**config.mk**
```make
export PLATFORM = sky130hd
export DESIGN_NAME = dda_line_rasterizer
export DESIGN_NICKNAME = d
export VERILOG_FILES = /design/src/hw/rtl/dda_pkg.sv /design/src/hw/rtl/dda_div.sv /design/src/hw/rtl/dda_line_rasterizer.sv
export SDC_FILE = /design/constraint.sdc
export NUM_CORES = 1
export LEC_CHECK = 0
export BUFFER_PORTS_ARGS = -buffer_cell sky130_fd_sc_hd__buf_4
export CAP_MARGIN = 20
export CORE_AREA = 2 2 215 217
export CTS_CLUSTER_SIZE = 24
export DETAILED_ROUTE_END_ITERATION = 12
export DIE_AREA = 0 0 217 219
export PLACE_DENSITY = 0.55
export SYNTH_ARGS = -nofsm -noshare
export SYNTH_HDL_FRONTEND = slang
export SYNTH_SLANG_ARGS = --single-unit
```
**constraint.sdc**
```tcl
create_clock -name clock -period 11.8 [get_ports clock]
set_clock_uncertainty 0.2 [all_clocks]
set_input_delay 2.36 -clock clock [delete_from_list [all_inputs] [get_ports clock]]
set_output_delay 2.36 -clock clock [all_outputs]
set_load 0.05 [all_outputs]
```
**src/hw/rtl/dda_pkg.sv**
```systemverilog
`default_nettype none
// ----------------------------------------------------------------------------
// dda_pkg - shared constants and types for the DDA line rasterizer
// Coordinate and fixed-point widths, action codes, divider interface structs.
// ----------------------------------------------------------------------------
package dda_pkg;

   localparam int COORD_BITS = 12;
   localparam int FRAC_BITS  = 16;

   localparam int ACC_W     = COORD_BITS + FRAC_BITS;  // accumulator
   localparam int INC_W     = FRAC_BITS + 2;           // signed increment
   localparam int QUO_W     = FRAC_BITS + 1;           // |span|*2^F/len <= 2^F
   localparam int MAG_W     = COORD_BITS;              // |span|, length
   localparam int CNT_W     = COORD_BITS + 1;          // points left
   localparam int DIV_CNT_W = $clog2(QUO_W + 1);

   localparam logic ACT_LOAD = 1'b0;
   localparam logic ACT_STEP = 1'b1;

   typedef struct packed {
      logic             start;
      logic [MAG_W-1:0] dividend;
      logic [MAG_W-1:0] divisor;
   } div_cmd_type;

   typedef struct packed {
      logic             busy;
      logic             done;
      logic [QUO_W-1:0] quotient;
   } div_rsp_type;

endpackage
`default_nettype wire

```
**src/hw/rtl/dda_div.sv**
```systemverilog
`default_nettype none
// ----------------------------------------------------------------------------
// dda_div - radix-2 restoring divider
// Computes (dividend << FRAC_BITS) / divisor for dividend <= divisor,
// one quotient bit per cycle.
// ----------------------------------------------------------------------------
module dda_div (
   input  wire                       clock,
   input  wire                       reset,
   input  wire dda_pkg::div_cmd_type cmd,
   output dda_pkg::div_rsp_type      rsp
);

   logic [dda_pkg::DIV_CNT_W-1:0] cnt_ff, cnt_in;
   logic [dda_pkg::MAG_W:0]       rem_ff, rem_in;
   logic [dda_pkg::MAG_W-1:0]     dvs_ff, dvs_in;
   logic [dda_pkg::QUO_W-1:0]     quo_ff, quo_in;
   logic                          done_ff, done_in;
   logic                          busy;
   logic                          ge;
   logic [dda_pkg::MAG_W:0]       rem_sub;

   assign busy    = (cnt_ff != '0);
   assign ge      = (rem_ff >= {1'b0, dvs_ff});
   // remainder stays below the divisor, so the doubled value fits
   assign rem_sub = ge ? (rem_ff - {1'b0, dvs_ff}) : rem_ff;

   always_comb begin
      cnt_in  = cnt_ff;
      rem_in  = rem_ff;
      dvs_in  = dvs_ff;
      quo_in  = quo_ff;
      done_in = busy && (cnt_ff == dda_pkg::DIV_CNT_W'(1));
      if (cmd.start) begin
         cnt_in = dda_pkg::DIV_CNT_W'(dda_pkg::QUO_W);
         rem_in = {1'b0, cmd.dividend};
         dvs_in = cmd.divisor;
         quo_in = '0;
      end else if (busy) begin
         cnt_in = cnt_ff - dda_pkg::DIV_CNT_W'(1);
         rem_in = {rem_sub[dda_pkg::MAG_W-1:0], 1'b0};
         quo_in = {quo_ff[dda_pkg::QUO_W-2:0], ge};
      end
   end

   always_ff @(posedge clock) begin
      if (reset) begin
         cnt_ff  <= '0;
         done_ff <= 1'b0;
      end else begin
         cnt_ff  <= cnt_in;
         done_ff <= done_in;
      end
      rem_ff <= rem_in;
      dvs_ff <= dvs_in;
      quo_ff <= quo_in;
   end

   assign rsp.busy     = busy;
   assign rsp.done     = done_ff;
   assign rsp.quotient = quo_ff;

   a_no_restart: assert property (@(posedge clock) disable iff (reset)
      cmd.start |-> !busy)
      else $error("divider started while busy");

   a_quo_bound: assert property (@(posedge clock) disable iff (reset)
      done_ff |-> (quo_ff <= (dda_pkg::QUO_W'(1) << dda_pkg::FRAC_BITS)))
      else $error("quotient exceeds one");

   a_done_after_busy: assert property (@(posedge clock) disable iff (reset)
      done_ff |-> ($past(busy) && !busy))
      else $error("done without a finished run");

endmodule
`default_nettype wire

```
**src/hw/rtl/dda_line_rasterizer.sv**
```systemverilog
`default_nettype none
// ----------------------------------------------------------------------------
// dda_line_rasterizer - DDA line point generator
// Load transactions set up a line; step transactions return one point each.
// ----------------------------------------------------------------------------
// Step: point registered on acceptance and shown the next cycle;
//   one step per cycle while the output is taken.
// Load: req_tready low while the shared divider runs the quotient bits
//   and a result for the x increment, then the same for y.
// Either kind waits while a point sits in the output register untaken.
// Reset (synchronous, active high) clears the line state and the output.
module dda_line_rasterizer (
   input  wire         clock,
   input  wire         reset,
   input  wire         req_tvalid,
   output logic        req_tready,
   input  wire  [47:0] req_tdata,  // x_start[11:0], y_start, x_end, y_end
   input  wire         req_tuser,  // action
   output logic        rsp_tvalid,
   input  wire         rsp_tready,
   output logic [23:0] rsp_tdata,  // point_x[11:0], point_y
   output logic        rsp_tlast   // last
);

   localparam int CB = dda_pkg::COORD_BITS;
   localparam int FB = dda_pkg::FRAC_BITS;
   localparam int AW = dda_pkg::ACC_W;
   localparam int IW = dda_pkg::INC_W;
   localparam int MW = dda_pkg::MAG_W;

   typedef enum logic [2:0] {
      ST_IDLE  = 3'b001,
      ST_DIV_X = 3'b010,
      ST_DIV_Y = 3'b100
   } state_type;

   state_type state_ff, state_in;

   logic signed [AW-1:0]          x_acc_ff, x_acc_in, y_acc_ff, y_acc_in;
   logic signed [IW-1:0]          x_inc_ff, x_inc_in, y_inc_ff, y_inc_in;
   logic [dda_pkg::CNT_W-1:0]     left_ff, left_in;
   logic                          active_ff, active_in;
   logic [MW-1:0]                 len_ff, len_in, dy_mag_ff, dy_mag_in;
   logic                          x_neg_ff, x_neg_in, y_neg_ff, y_neg_in;
   logic                          rvalid_ff, rvalid_in, rlast_ff, rlast_in;
   logic [CB-1:0]                 px_ff, px_in, py_ff, py_in;

   dda_pkg::div_cmd_type          div_cmd;
   dda_pkg::div_rsp_type          div_rsp;

   logic signed [CB-1:0]          xs, ys, xe, ye;
   logic signed [CB:0]            dx, dy;
   logic [CB:0]                   dx_abs, dy_abs;
   logic [MW-1:0]                 dx_mag, dy_mag, len;
   logic                          accept, load, step, emit;
   logic signed [IW-1:0]          quo_pos;
   logic [CB-1:0]                 rx, ry;

   assign xs = req_tdata[CB-1:0];
   assign ys = req_tdata[2*CB-1:CB];
   assign xe = req_tdata[3*CB-1:2*CB];
   assign ye = req_tdata[4*CB-1:3*CB];

   assign dx     = {xe[CB-1], xe} - {xs[CB-1], xs};
   assign dy     = {ye[CB-1], ye} - {ys[CB-1], ys};
   assign dx_abs = dx[CB] ? -dx : dx;
   assign dy_abs = dy[CB] ? -dy : dy;
   assign dx_mag = dx_abs[MW-1:0];
   assign dy_mag = dy_abs[MW-1:0];
   assign len    = (dx_mag > dy_mag) ? dx_mag : dy_mag;

   assign req_tready = (state_ff == ST_IDLE) && (!rvalid_ff || rsp_tready);
   assign accept     = req_tvalid && req_tready;
   assign load       = accept && (req_tuser == dda_pkg::ACT_LOAD);
   assign step       = accept && (req_tuser == dda_pkg::ACT_STEP);
   assign emit       = step && active_ff && (left_ff != '0);

   assign quo_pos = {1'b0, div_rsp.quotient};

   // round half toward zero on magnitude, then restore sign
   function automatic logic [CB-1:0] round_acc(input logic signed [AW-1:0] acc);
      logic [AW-1:0] m;
      logic [CB:0]   w;
      m = acc[AW-1] ? -acc : acc;
      w = {1'b0, m[AW-1:FB]} +
          (CB+1)'(m[FB-1:0] > (FB'(1) << (FB - 1)));
      if (acc[AW-1])
         w = -w;
      return w[CB-1:0];
   endfunction

   assign rx = round_acc(x_acc_ff);
   assign ry = round_acc(y_acc_ff);

   always_comb begin
      state_in  = state_ff;
      x_acc_in  = x_acc_ff;
      y_acc_in  = y_acc_ff;
      x_inc_in  = x_inc_ff;
      y_inc_in  = y_inc_ff;
      left_in   = left_ff;
      active_in = active_ff;
      len_in    = len_ff;
      dy_mag_in = dy_mag_ff;
      x_neg_in  = x_neg_ff;
      y_neg_in  = y_neg_ff;
      rvalid_in = rvalid_ff && !rsp_tready;
      rlast_in  = rlast_ff;
      px_in     = px_ff;
      py_in     = py_ff;
      div_cmd.start    = 1'b0;
      div_cmd.dividend = dx_mag;
      div_cmd.divisor  = len;

      unique case (state_ff)
         ST_IDLE: begin
            if (load) begin
               x_acc_in  = {xs, {FB{1'b0}}};
               y_acc_in  = {ys, {FB{1'b0}}};
               x_inc_in  = '0;
               y_inc_in  = '0;
               left_in   = {1'b0, len};
               active_in = 1'b0;
               len_in    = len;
               dy_mag_in = dy_mag;
               x_neg_in  = dx[CB];
               y_neg_in  = dy[CB];
               if (len != '0) begin
                  div_cmd.start = 1'b1;
                  state_in      = ST_DIV_X;
               end else begin
                  left_in = '0;
               end
            end else if (emit) begin
               rvalid_in = 1'b1;
               px_in     = rx;
               py_in     = ry;
               x_acc_in  = x_acc_ff + {{(AW-IW){x_inc_ff[IW-1]}}, x_inc_ff};
               y_acc_in  = y_acc_ff + {{(AW-IW){y_inc_ff[IW-1]}}, y_inc_ff};
               left_in   = left_ff - dda_pkg::CNT_W'(1);
               rlast_in  = (left_ff == dda_pkg::CNT_W'(1));
               active_in = (left_ff != dda_pkg::CNT_W'(1));
            end else if (step) begin
               active_in = 1'b0;
            end
         end
         ST_DIV_X: begin
            div_cmd.dividend = dy_mag_ff;
            div_cmd.divisor  = len_ff;
            if (div_rsp.done) begin
               x_inc_in      = x_neg_ff ? -quo_pos : quo_pos;
               div_cmd.start = 1'b1;
               state_in      = ST_DIV_Y;
            end
         end
         ST_DIV_Y: begin
            div_cmd.dividend = dy_mag_ff;
            div_cmd.divisor  = len_ff;
            if (div_rsp.done) begin
               y_inc_in  = y_neg_ff ? -quo_pos : quo_pos;
               active_in = 1'b1;
               state_in  = ST_IDLE;
            end
         end
         default: begin
            state_in = ST_IDLE;
         end
      endcase
   end

   always_ff @(posedge clock) begin
      if (reset) begin
         state_ff  <= ST_IDLE;
         x_acc_ff  <= '0;
         y_acc_ff  <= '0;
         x_inc_ff  <= '0;
         y_inc_ff  <= '0;
         left_ff   <= '0;
         active_ff <= 1'b0;
         rvalid_ff <= 1'b0;
      end else begin
         state_ff  <= state_in;
         x_acc_ff  <= x_acc_in;
         y_acc_ff  <= y_acc_in;
         x_inc_ff  <= x_inc_in;
         y_inc_ff  <= y_inc_in;
         left_ff   <= left_in;
         active_ff <= active_in;
         rvalid_ff <= rvalid_in;
      end
      len_ff    <= len_in;
      dy_mag_ff <= dy_mag_in;
      x_neg_ff  <= x_neg_in;
      y_neg_ff  <= y_neg_in;
      rlast_ff  <= rlast_in;
      px_ff     <= px_in;
      py_ff     <= py_in;
   end

   dda_div u_div (
      .clock (clock),
      .reset (reset),
      .cmd   (div_cmd),
      .rsp   (div_rsp)
   );

   assign rsp_tvalid = rvalid_ff;
   assign rsp_tdata  = {py_ff, px_ff};
   assign rsp_tlast  = rlast_ff;

   a_active_has_points: assert property (@(posedge clock) disable iff (reset)
      active_ff |-> (left_ff != '0))
      else $error("active line with no points left");

   a_active_from_div: assert property (@(posedge clock) disable iff (reset)
      $rose(active_ff) |-> ($past(state_ff) == ST_DIV_Y))
      else $error("line became active outside setup");

   a_load_clears: assert property (@(posedge clock) disable iff (reset)
      load |=> !active_ff)
      else $error("line active right after load");

   a_div_in_setup: assert property (@(posedge clock) disable iff (reset)
      div_rsp.busy |-> (state_ff != ST_IDLE))
      else $error("divider running while idle");

endmodule
`default_nettype wire
```
**Word-level counts from Yosys, hierarchy flattened**

Cells that the tools add are included.

- Add/subtract/negate cells: 16
- $lt $le $gt $ge: 4
- Equal/unequal tests: 11
- Mux-type cells: 44
- Bitwise operators: 2
- Reduce and logical (&&, ||, !) cells: 27

Operator list:

| cell | number |
|---|---|
| $mux W28 | 6 |
| $mux W12 | 9 |
| $mux W18 | 5 |
| $pmux W18 S2 | 2 |
| $add A28 B28 Y28 | 2 |
| $neg A28 Y28 | 2 |
| $neg A12 Y12 | 4 |
| $gt A16 B16 Y1 const B | 2 |
| $mux W13 | 2 |
| $sub A12 B12 Y13 | 2 |
| $add A12 B1 Y12 | 2 |
| $mux W24 | 1 |
| $neg A17 Y18 | 1 |
| $eq A13 B1 Y1 const B | 1 |
| $ge A13 B12 Y1 | 1 |
| $ne A13 B1 Y1 const B | 1 |
| $reduce_bool A13 Y1 | 1 |
| $sub A13 B1 Y13 const B | 1 |
| $gt A12 B12 Y1 | 1 |
| $mux W3 | 4 |
| $reduce_and A3 Y1 | 4 |
| $reduce_bool A12 Y1 | 1 |
| $sub A12 B12 Y12 | 1 |
| $mux W1 | 10 |
| other kinds (20) | 38 |

- Register bits after elaboration: 209
- Bits of input ports: 53
- Output and inout bits: 27
- Word-level logic and storage cells: 126

**Longest topological paths before layout**

Gate-level depths: netlist (run 1).

- Depth in word-level cells: 10
- Depth in mapped cells: 25
- Gate-level depth less buffers: 22

**Hierarchy**

Synthesis (run 1) repeated with hierarchy kept, for this count alone.

- Cells, all modules: 1976
- Area, all modules: 15876.5 sq um

Modules (own cells, without submodules):

| module | times used | cells an instance | area each (sq um) | sequential area each (sq um) |
|---|---|---|---|---|
| dda_line_rasterizer | 1 | 1719 | 13392.8 | 3733.6 |
| dda_div | 1 | 257 | 2483.6 | 1201.2 |

**Worst setup path after synthesis (run 1)**

No wires, ideal clock.

- Kind: input-to-reg
- Start point: in req_tdata[24]
- End point: reg u_div.rem_ff[0] (netlist bit), enable pin
- Setup time: 0.375 ns
- Arrival time: 7.358 ns
- Required time: 11.225 ns
- Path slack: 3.866 ns
- Stages: 20
- Buffers on the path: 0
- Cells stage by stage: inv_1 ha_1 fa_1 nand2b_1 a21oi_1 o41a_1 nor4_1 or4_1 o41ai_2 nor2_1 xnor2_1 ha_1 nand4_1 o21bai_1 a21oi_1 clkinv_1 nor4_1 a211oi_4 o41ai_4 nand3_1

- Word-level cells in the longest chain between the ends: 10

Ends and longest elaborated chain:

| item | line | RTL |
|---|---|---|
| from (decl) | dda_line_rasterizer.sv:17 | `input wire [47:0] req_tdata,` |
| $sub A12 B12 Y13 * | dda_line_rasterizer.sv:64 | `assign dx = {xe[CB-1], xe} - {xs[CB-1], xs};` |
| $neg A12 Y12 | dda_line_rasterizer.sv:66 | `assign dx_abs = dx[CB] ? -dx : dx;` |
| $mux W12 * | dda_line_rasterizer.sv:66 |  |
| $gt A12 B12 Y1 | dda_line_rasterizer.sv:70 | `assign len = (dx_mag > dy_mag) ? dx_mag : dy_mag;` |
| $mux W12 * | dda_line_rasterizer.sv:70 |  |
| net len[11] | dda_line_rasterizer.sv:54 | `logic [MW-1:0] dx_mag, dy_mag, len;` |
| $reduce_bool A12 Y1 * | dda_line_rasterizer.sv:128 | `if (len != '0) begin` |
| $mux W1 * | dda_line_rasterizer.sv:128 |  |
| $mux W1 * | dda_line_rasterizer.sv:117 | `if (load) begin` |
| $pmux W1 S2 * | dda_line_rasterizer.sv:115 | `unique case (state_ff)` |
| $reduce_bool A2 Y1 (no source line) * | -- |  |
| to (signal assigned) | dda_div.sv:54 | `rem_ff <= rem_in;` |
| to (decl) | dda_div.sv:15 | `logic [dda_pkg::MAG_W:0] rem_ff, rem_in;` |

The timed path passes the listed nets; every way through them passes the cells marked *.
A chain may end at the register's enable or synchronous reset.

**Worst setup path in the final report (run 1)**

- Start point: in req_tdata[24]
- End point: reg u_div.rem_ff[2] (netlist bit) (data pin)

- Word-level cells in the longest chain between the ends: 10
- Elaborated cells between the ends (all ways): 11
- Those cells by class: add/sub (2); order compare (1); mux (7); reduce/logical (1)

Ends and longest elaborated chain:

| item | line | RTL |
|---|---|---|
| $sub A12 B12 Y13 * | dda_line_rasterizer.sv:64 |  |
| $neg A12 Y12 | dda_line_rasterizer.sv:66 |  |
| $mux W12 * | dda_line_rasterizer.sv:66 |  |
| $gt A12 B12 Y1 | dda_line_rasterizer.sv:70 |  |
| $mux W12 * | dda_line_rasterizer.sv:70 |  |
| net len[5] | dda_line_rasterizer.sv:54 |  |
| $reduce_bool A12 Y1 * | dda_line_rasterizer.sv:128 |  |
| $mux W1 * | dda_line_rasterizer.sv:128 |  |
| $mux W1 * | dda_line_rasterizer.sv:117 |  |
| $pmux W1 S2 * | dda_line_rasterizer.sv:115 |  |
| $mux W12 * | dda_div.sv:34 | `if (cmd.start) begin` |
| net u_div.rem_in (one bit) | dda_div.sv:15 |  |

Marks and branches as above.

==> impl_results.md, run 1 <==
- Crit path capture type: flip-flop
- Worst Path Arrival: slightly below 10 ns
- Min-Delay Startpoint: y_acc_ff[13]
- Post-synthesis cell count: 1913
- Die H: about 220 um
- Die W: 217 um
- Post-CTS Setup Bufs: 0
- Hold Path Class: reg2reg
- Antenna violations before repair: 0
- CTS tree: done
- Number of enable flip-flop cells after synthesis: 75
- Actual slew at the worst max-slew pin: 1.04 ns
- Io pins: 80
- TritonCTS Sinks: 209
- Clock transition at path regs: 0.06 ns
- Syn_area_per_cell: a little over 8 um^2
- Synthesized flop and latch total: 209
- Synthesis Warnings: 0
- Post-CTS sizing: 0
- Status: finished clean
- R2r startpoint: x_acc_ff[1]
- P&R area growth vs syn: 12.7%
- Die ar.: 47500 um^2
- Post-DRT Antenna Nets: 0
- Most common cell after layout, fill and taps aside: nand2_1
- Syn Nets: 2087
- Worst EP required: 11.89 ns
- Routed wire per std cell: around 17 um
- Most frequent cells in the layout: 234 x nand2_1, 171 x a21oi_1, 145 x nor2_1, 134 x dfxtp_1, 121 x xnor2_1
- First-pass GRT wire length: around 71000 um
- Slew Limit Fails: 0
- Core Rows: 78
- Reg2reg end: px_ff[11]
- R2R setup slack: 6.72 ns
- Initial DRC count: around 900
- Netlist Area Pre-Place: 15700 um^2
- GP Congestion: 0.939
- Max Freq: 104 MHz
- GRT Overall Usage: a little under a fifth
- Slew margin rel.: 30.1%
- Sequential share of the synthesized area: 31.5%
- Number of inserted diodes: 0
- CTS buffer count: 26
- Vias per cell: around 5.4
- Share of cells above drive strength 1: 8.57%
- Vias in the first global route: 13200
- H-Tree Depth: 1
- Max-cap violations: 0
- Starting density of the core: 34.8%
- Ys flop type: dfxtp_1
- Asr flop ratio synth: 0%
- Clk root buf: clkbuf_16
- Worst setup SP type: primary input
- CTS hold repair buffers: 0
- DR vias: 13900
- Post-route DRC: 0
- CTS max path bufs: 3
- Final Core Density: 39.2%
- Buffers on Ports: 79
- Leak Pwr: 0.00734 uW
- Pwr dens: between 150 and 200 nW/um^2
- RSZ-0062 raised after global routing: no
- Crit path time final: 9.58 ns
- Core area: approximately 45000 um^2
- Distinct cells, synth: 90
- Total grt overflow: 0
- DRT Pass-1 Iters: 5
- Total Wirelength: approximately 45000 um
- Worst IR Drop VDD: between 0.09 and 0.1 mV
- Hold path depth: 2
- R2R cell count: 15
- Pin count of the biggest net entering global routing: 57
- Hold EP: y_acc_ff[13]
- DPL Wire Length: approximately 33000 um
- Tcrit/Tclk final: 81.2%
- # fillers: 4638
- Setup violators final: 0
- Hold Violations, Final: 0
- Clk_lat worst skew: 0.54 ns
- Layout Nets: 2115
- WS Path Type: in2reg
- Worst-path fanout max: 44
- Setup_tns: 0 ns
==> worst max path at each step <==
stage                        from               to  depth (start not counted)
floorplan           req_tdata[24]  u_div.rem_ff[0]                         20
global placement    req_tdata[24]  u_div.rem_ff[2]                         22
detailed placement  req_tdata[24]  u_div.rem_ff[2]                         22
CTS                 req_tdata[24]  u_div.rem_ff[2]                         22
global route        req_tdata[24]  u_div.rem_ff[2]                         22
finish              req_tdata[24]  u_div.rem_ff[2]                         22
==> cells by family (layout without fill, tap and decap cells) <==
group / count (synthesis) / count (layout) / share of synthesized area, %
and+or+nand+nor: 650 / 650 / 19.6
AOI/OAI and AO/OA: 505 / 505 / 21.0
adders and majority gates: 122 / 122 / 9.96
DFF: 209 / 209 / 31.5
muxes: 48 / 48 / 3.12
xor gates and xnor gates: 176 / 176 / 9.83
buffers and inverters: 203 / 251 / 4.99
==> flip-flops by register name, indices dropped and copies added (netlist names), 13 cells and up <==
name and cells:
x_inc_ff 18, y_inc_ff 18, x_acc_ff 28, y_acc_ff 28, u_div.quo_ff 17, left_ff 13
u_div.rem_ff 13
==> Yosys cell counts, drive strengths merged (14+ instances only) <==
library cell  instances  area (um^2)
a211oi               21          175
or2                  15         93.8
nand2               235          885
nor2b                23          144
nor2                145          544
a21o                 45          338
dfxtp               134         2680
nor3                 33          170
mux2i                41          410
a2111oi              19          173
o21ai                94          474
ha                  116         1450
a31oi                25          156
or3                  28          175
xnor2               121         1060
o31ai                14          105
edfxtp               75         2250
nand2b               24          150
nand3                55          275
xor2                 55          482
clkbuf               76          285
a21oi               171          856
inv                 113          424
nor4                 17          106
nand4                15         93.8
and2                 17          106
==> layer usage <==
metal | vias up | share of wire (%) | GRT usage, % | wire length [um]
li1 | 6924 | - | - | -
met3 | 62 | 4.8 | 2.36 | 2160
met4 | 0 | 3.2 | 6.55 | 1430
met2 | 305 | 44 | 29.4 | 19700
met1 | 6608 | 48 | 25.8 | 21300
met5 | - | 0 | 0 | 0
==> power breakdown <==
group          switching (uW)  internal (uW)  leakage (uW)  total, uW
clock                     334            524      0.000439        858
sequential               70.9            880       0.00179        951
combinational             720            484       0.00510       1200
total                    1130           1890       0.00734       3010
==> final cells by class <==
type	count	area, um^2	area share, %
clock inverter	11	148	0.836
sequential	209	4930	27.9
multi-input combinational	1501	9960	56.4
timing repair buffer	89	668	3.78
inverter	114	428	2.42
clock buffer	37	774	4.38
tap	600	751	4.25
==> critical path, cell delays in order <==
cell and delay [ns]:
buf_4 0.08, inv_1 0.07, ha_1 0.22, fa_1 0.42
nand2b_1 0.18, a21oi_1 0.19, o41a_1 0.30, nor4_1 0.10
or4_1 0.55, o41ai_2 0.57, nor2_1 0.10, xnor2_1 0.17
ha_1 0.34, nand4_1 0.13, o21bai_1 0.18, a21oi_1 0.73
clkinv_1 0.52, mux2_2 0.44, nand4b_1 0.25, o41ai_4 0.51
nand2_2 0.68, mux2_1 0.56
==> per-stage QoR <==
| stage | std cells | cell area (um^2) | hold WS (ns) | setup WS (ns) | power, uW |
|---|---|---|---|---|---|
| after floorplan | 1913 | 15700 | 0.235 | 3.87 | 1880 |
| after global placement | 2513 | 16700 | 0.256 | 1.77 | 2150 |
| after detailed placement | 2513 | 16700 | 0.257 | 1.66 | 2160 |
| after CTS | 2561 | 17700 | 0.266 | 2.27 | 3040 |
| after global routing | 2561 | 17700 | 0.290 | 1.70 | 3220 |
| final | 2561 | 17700 | 0.269 | 2.22 | 3010 |
Power figures use the tool's default switching activity.
==> run 2, diff against run 1 <==
==> constraint.sdc (replaced) <==
create_clock -name clock -period 9.67 [get_ports clock]
set_clock_uncertainty 0.2 [all_clocks]
set_input_delay 1.934 -clock clock [delete_from_list [all_inputs] [get_ports clock]]
set_output_delay 1.934 -clock clock [all_outputs]
set_load 0.05 [all_outputs]
==> run 2 against run 1 <==
  * Hold slack worse by 0.0034 ns
  * Register-to-register slack worse by 2.0 ns
  * Routed wire length about the same
  * Combinational power up 23%
  * Clock power up 31%
  * First-iteration DRC count up 18%
  * Utilization up 0.23 points
  * Sequential power up 22%
  * Worst setup slack worse by 0.76 ns
  * Critical path depth unchanged
  * Critical path type unchanged
==> impl_results.md, run 2 (synthesis results as in run 1) <==
- Sequence of cells on the critical path: buf_4 > ha_1 > fa_1 > nand2b_1 > a21oi_1 > o41a_1 > nor4_1 > or4_1 > o41ai_2 > nor2_1 > xnor2_1 > ha_1 > nand4_1 > o21bai_1 > a21oi_1 > clkinv_1 > nor4_1 > a211oi_4 > o41ai_4 > nand2_2 > buf_4 > a2111oi_2
- GP Congestion: 0.929 (-1.0%)
- Status: finished clean
- CTS hold repair buffers: 0 (unchanged)
- Core Rows: 78 (unchanged)
- CTS max path bufs: 3 (unchanged)
- Setup WS pre-CTS: 0.900 ns (-0.761 ns)
- Max Freq: 122 MHz
- Post-DRT Antenna Nets: 0 (unchanged)
- Post-route cell area: 17800 um^2 (+0.59%)
- Final Core Density: 39.4% (+0.23 points)
- Pin count of the biggest net entering global routing: 63 (+11%)
- Post-CTS sizing: 0 (unchanged)
- Leak Pwr: 0.00740 uW (+0.84%)
- Total Wirelength: 44500 um (about the same)
- Actual slew at the worst max-slew pin: 0.960 ns (-0.0851 ns)
- Die H: 219 um (unchanged)
- # fillers: 4635 (-0.065%)
- Post-CTS Setup Bufs: 0 (unchanged)
- RSZ-0062 raised after global routing: no
- Antenna violations before repair: 1 (+1)
- Overall power: 3760 uW (+25%)
- Number of inserted diodes: 0 (unchanged)
- Peak per-stage delay on the critical path: 0.58 ns (-0.15 ns)
- CTS buffer count: 26 (unchanged)
- Hold Path Class: reg2reg
- Slew margin rel.: 36.0% (+5.9 points)
- Pwr dens: 212 nW/um^2 (+24%)
- CTS tree: done
- Worst IR Drop VDD: 0.139 mV (+42%)
- Most common cell after layout, fill and taps aside: nand2_1
- Placed cell area: 16800 um^2 (+0.13%)
- Vias in the first global route: 12900 (-2.5%)
- Worst Path Arrival: 8.45 ns (-1.22 ns)
- Post-route DRC: 0 (unchanged)
- Core area: 45100 um^2 (unchanged)
- Die ar.: 47500 um^2 (unchanged)
- Buffers on Ports: 79 (unchanged)
- GRT Overall Usage: 18.4% (-0.093 points)
- Clk root buf: clkbuf_16
- Io pins: 80 (unchanged)
- Max-cap violations: 0 (unchanged)
- Initial DRC count: 1045 (+18%)
- DPL Wire Length: 33500 um (+1.5%)
- Slowest CP cell: nor4_1
- Worst-path fanout max: 23 (-48%)
- Top flop regs: x_acc_ff (28), y_acc_ff (28)
- Total grt overflow: 0 (unchanged)
- Setup violators final: 0 (unchanged)
- Routed wire per std cell: 17.4 um (-0.20%)
- DR top layer: met5
- Metal2 WL: 19900 um (+1.2%)
- Die W: 217 um (unchanged)
- Crit path time final: 8.22 ns
- Crit path capture type: flip-flop
- Clk_lat worst skew: 0.54 ns (about the same)
- Area of the multi-input gates: 9960 um^2 (unchanged)
- Met3 WL: 1910 um (-12%)
- DRT met1 WL: 21700 um (+2.0%)
- Register area: 4930 um^2 (unchanged)
- WS Path Type: in2reg
- Worst setup SP type: primary input
- Final worst slack: 1.45 ns (-0.762 ns)
- Layout Nets: 2118 (+0.14%)
- Clock transition at path regs: 0.06 ns (about the same)
- Most frequent cells in the layout: 234 x nand2_1, 171 x a21oi_1, 145 x nor2_1, 134 x dfxtp_1, 121 x xnor2_1
- Tcrit/Tclk final: 85.0%
- DRT Pass-1 Iters: 5 (unchanged)
- Slew Limit Fails: 0 (unchanged)
- First-pass GRT wire length: 70600 um (-1.1%)
- DR vias: 13700 (-1.2%)
- Worst EP required: 9.91 ns (-1.98 ns)
- H-Tree Depth: 1 (unchanged)
- P&R area growth vs syn: 13.3%
- Vias per cell: 5.36 (-1.3%)
- Setup_tns: 0 ns (unchanged)
- TritonCTS Sinks: 209 (unchanged)
- Hold Violations, Final: 0 (unchanged)
- Share of cells above drive strength 1: 8.71% (+0.14 points)
- Starting density of the core: 34.8% (unchanged)
run 2: cell type report:
type,count,share of cell area (%)
clock inverter,10,0.887
timing repair buffer,92,3.89
inverter,114,2.41
tap,600,4.22
sequential,209,27.8
clock buffer,38,4.76
multi-input combinational,1501,56.1
run 2: routing by layer:
| metal | GRT usage (%) | vias up |
|---|---|---|
| met5 | 0 | - |
| met4 | 4.89 | 2 |
| met3 | 2.05 | 43 |
| met2 | 30.1 | 286 |
| met1 | 25.8 | 6501 |
| li1 | - | 6905 |
run 2: report_power, final:
group	internal (uW)	switching (uW)	total, uW
logic	596	884	1480
registers	1070	91.5	1160
clock network	714	406	1120
run 2: final timing paths:
kind	startpoint	end	slack (ns)	cells past startpoint
min	y_acc_ff[13]	y_acc_ff[13]	0.27	2
max	req_tdata[0]	u_div.cnt_ff[1]	1.45	22
max reg2reg	y_acc_ff[1]	py_ff[9]	4.74	15
min reg2reg	y_acc_ff[13]	y_acc_ff[13]	0.27	2
run 2: metrics by stage:
step,hold slack [ns],cells
3_3_place_gp,0.255,2516
6_report,0.265,2564
3_5_place_dp,0.262,2516
2_1_floorplan,0.235,1913
4_1_cts,0.270,2564
5_1_grt,0.290,2564
run 2: worst max-delay path, delay by kind of cell:
| family | cells | cell delay [ns] |
|---|---|---|
| xor+xnor | 1 | 0.16 |
| simple gates | 7 | 2.11 |
| compound gates | 8 | 2.41 |
| fa+ha+maj | 3 | 1.00 |
| buf+inv | 3 | 0.81 |
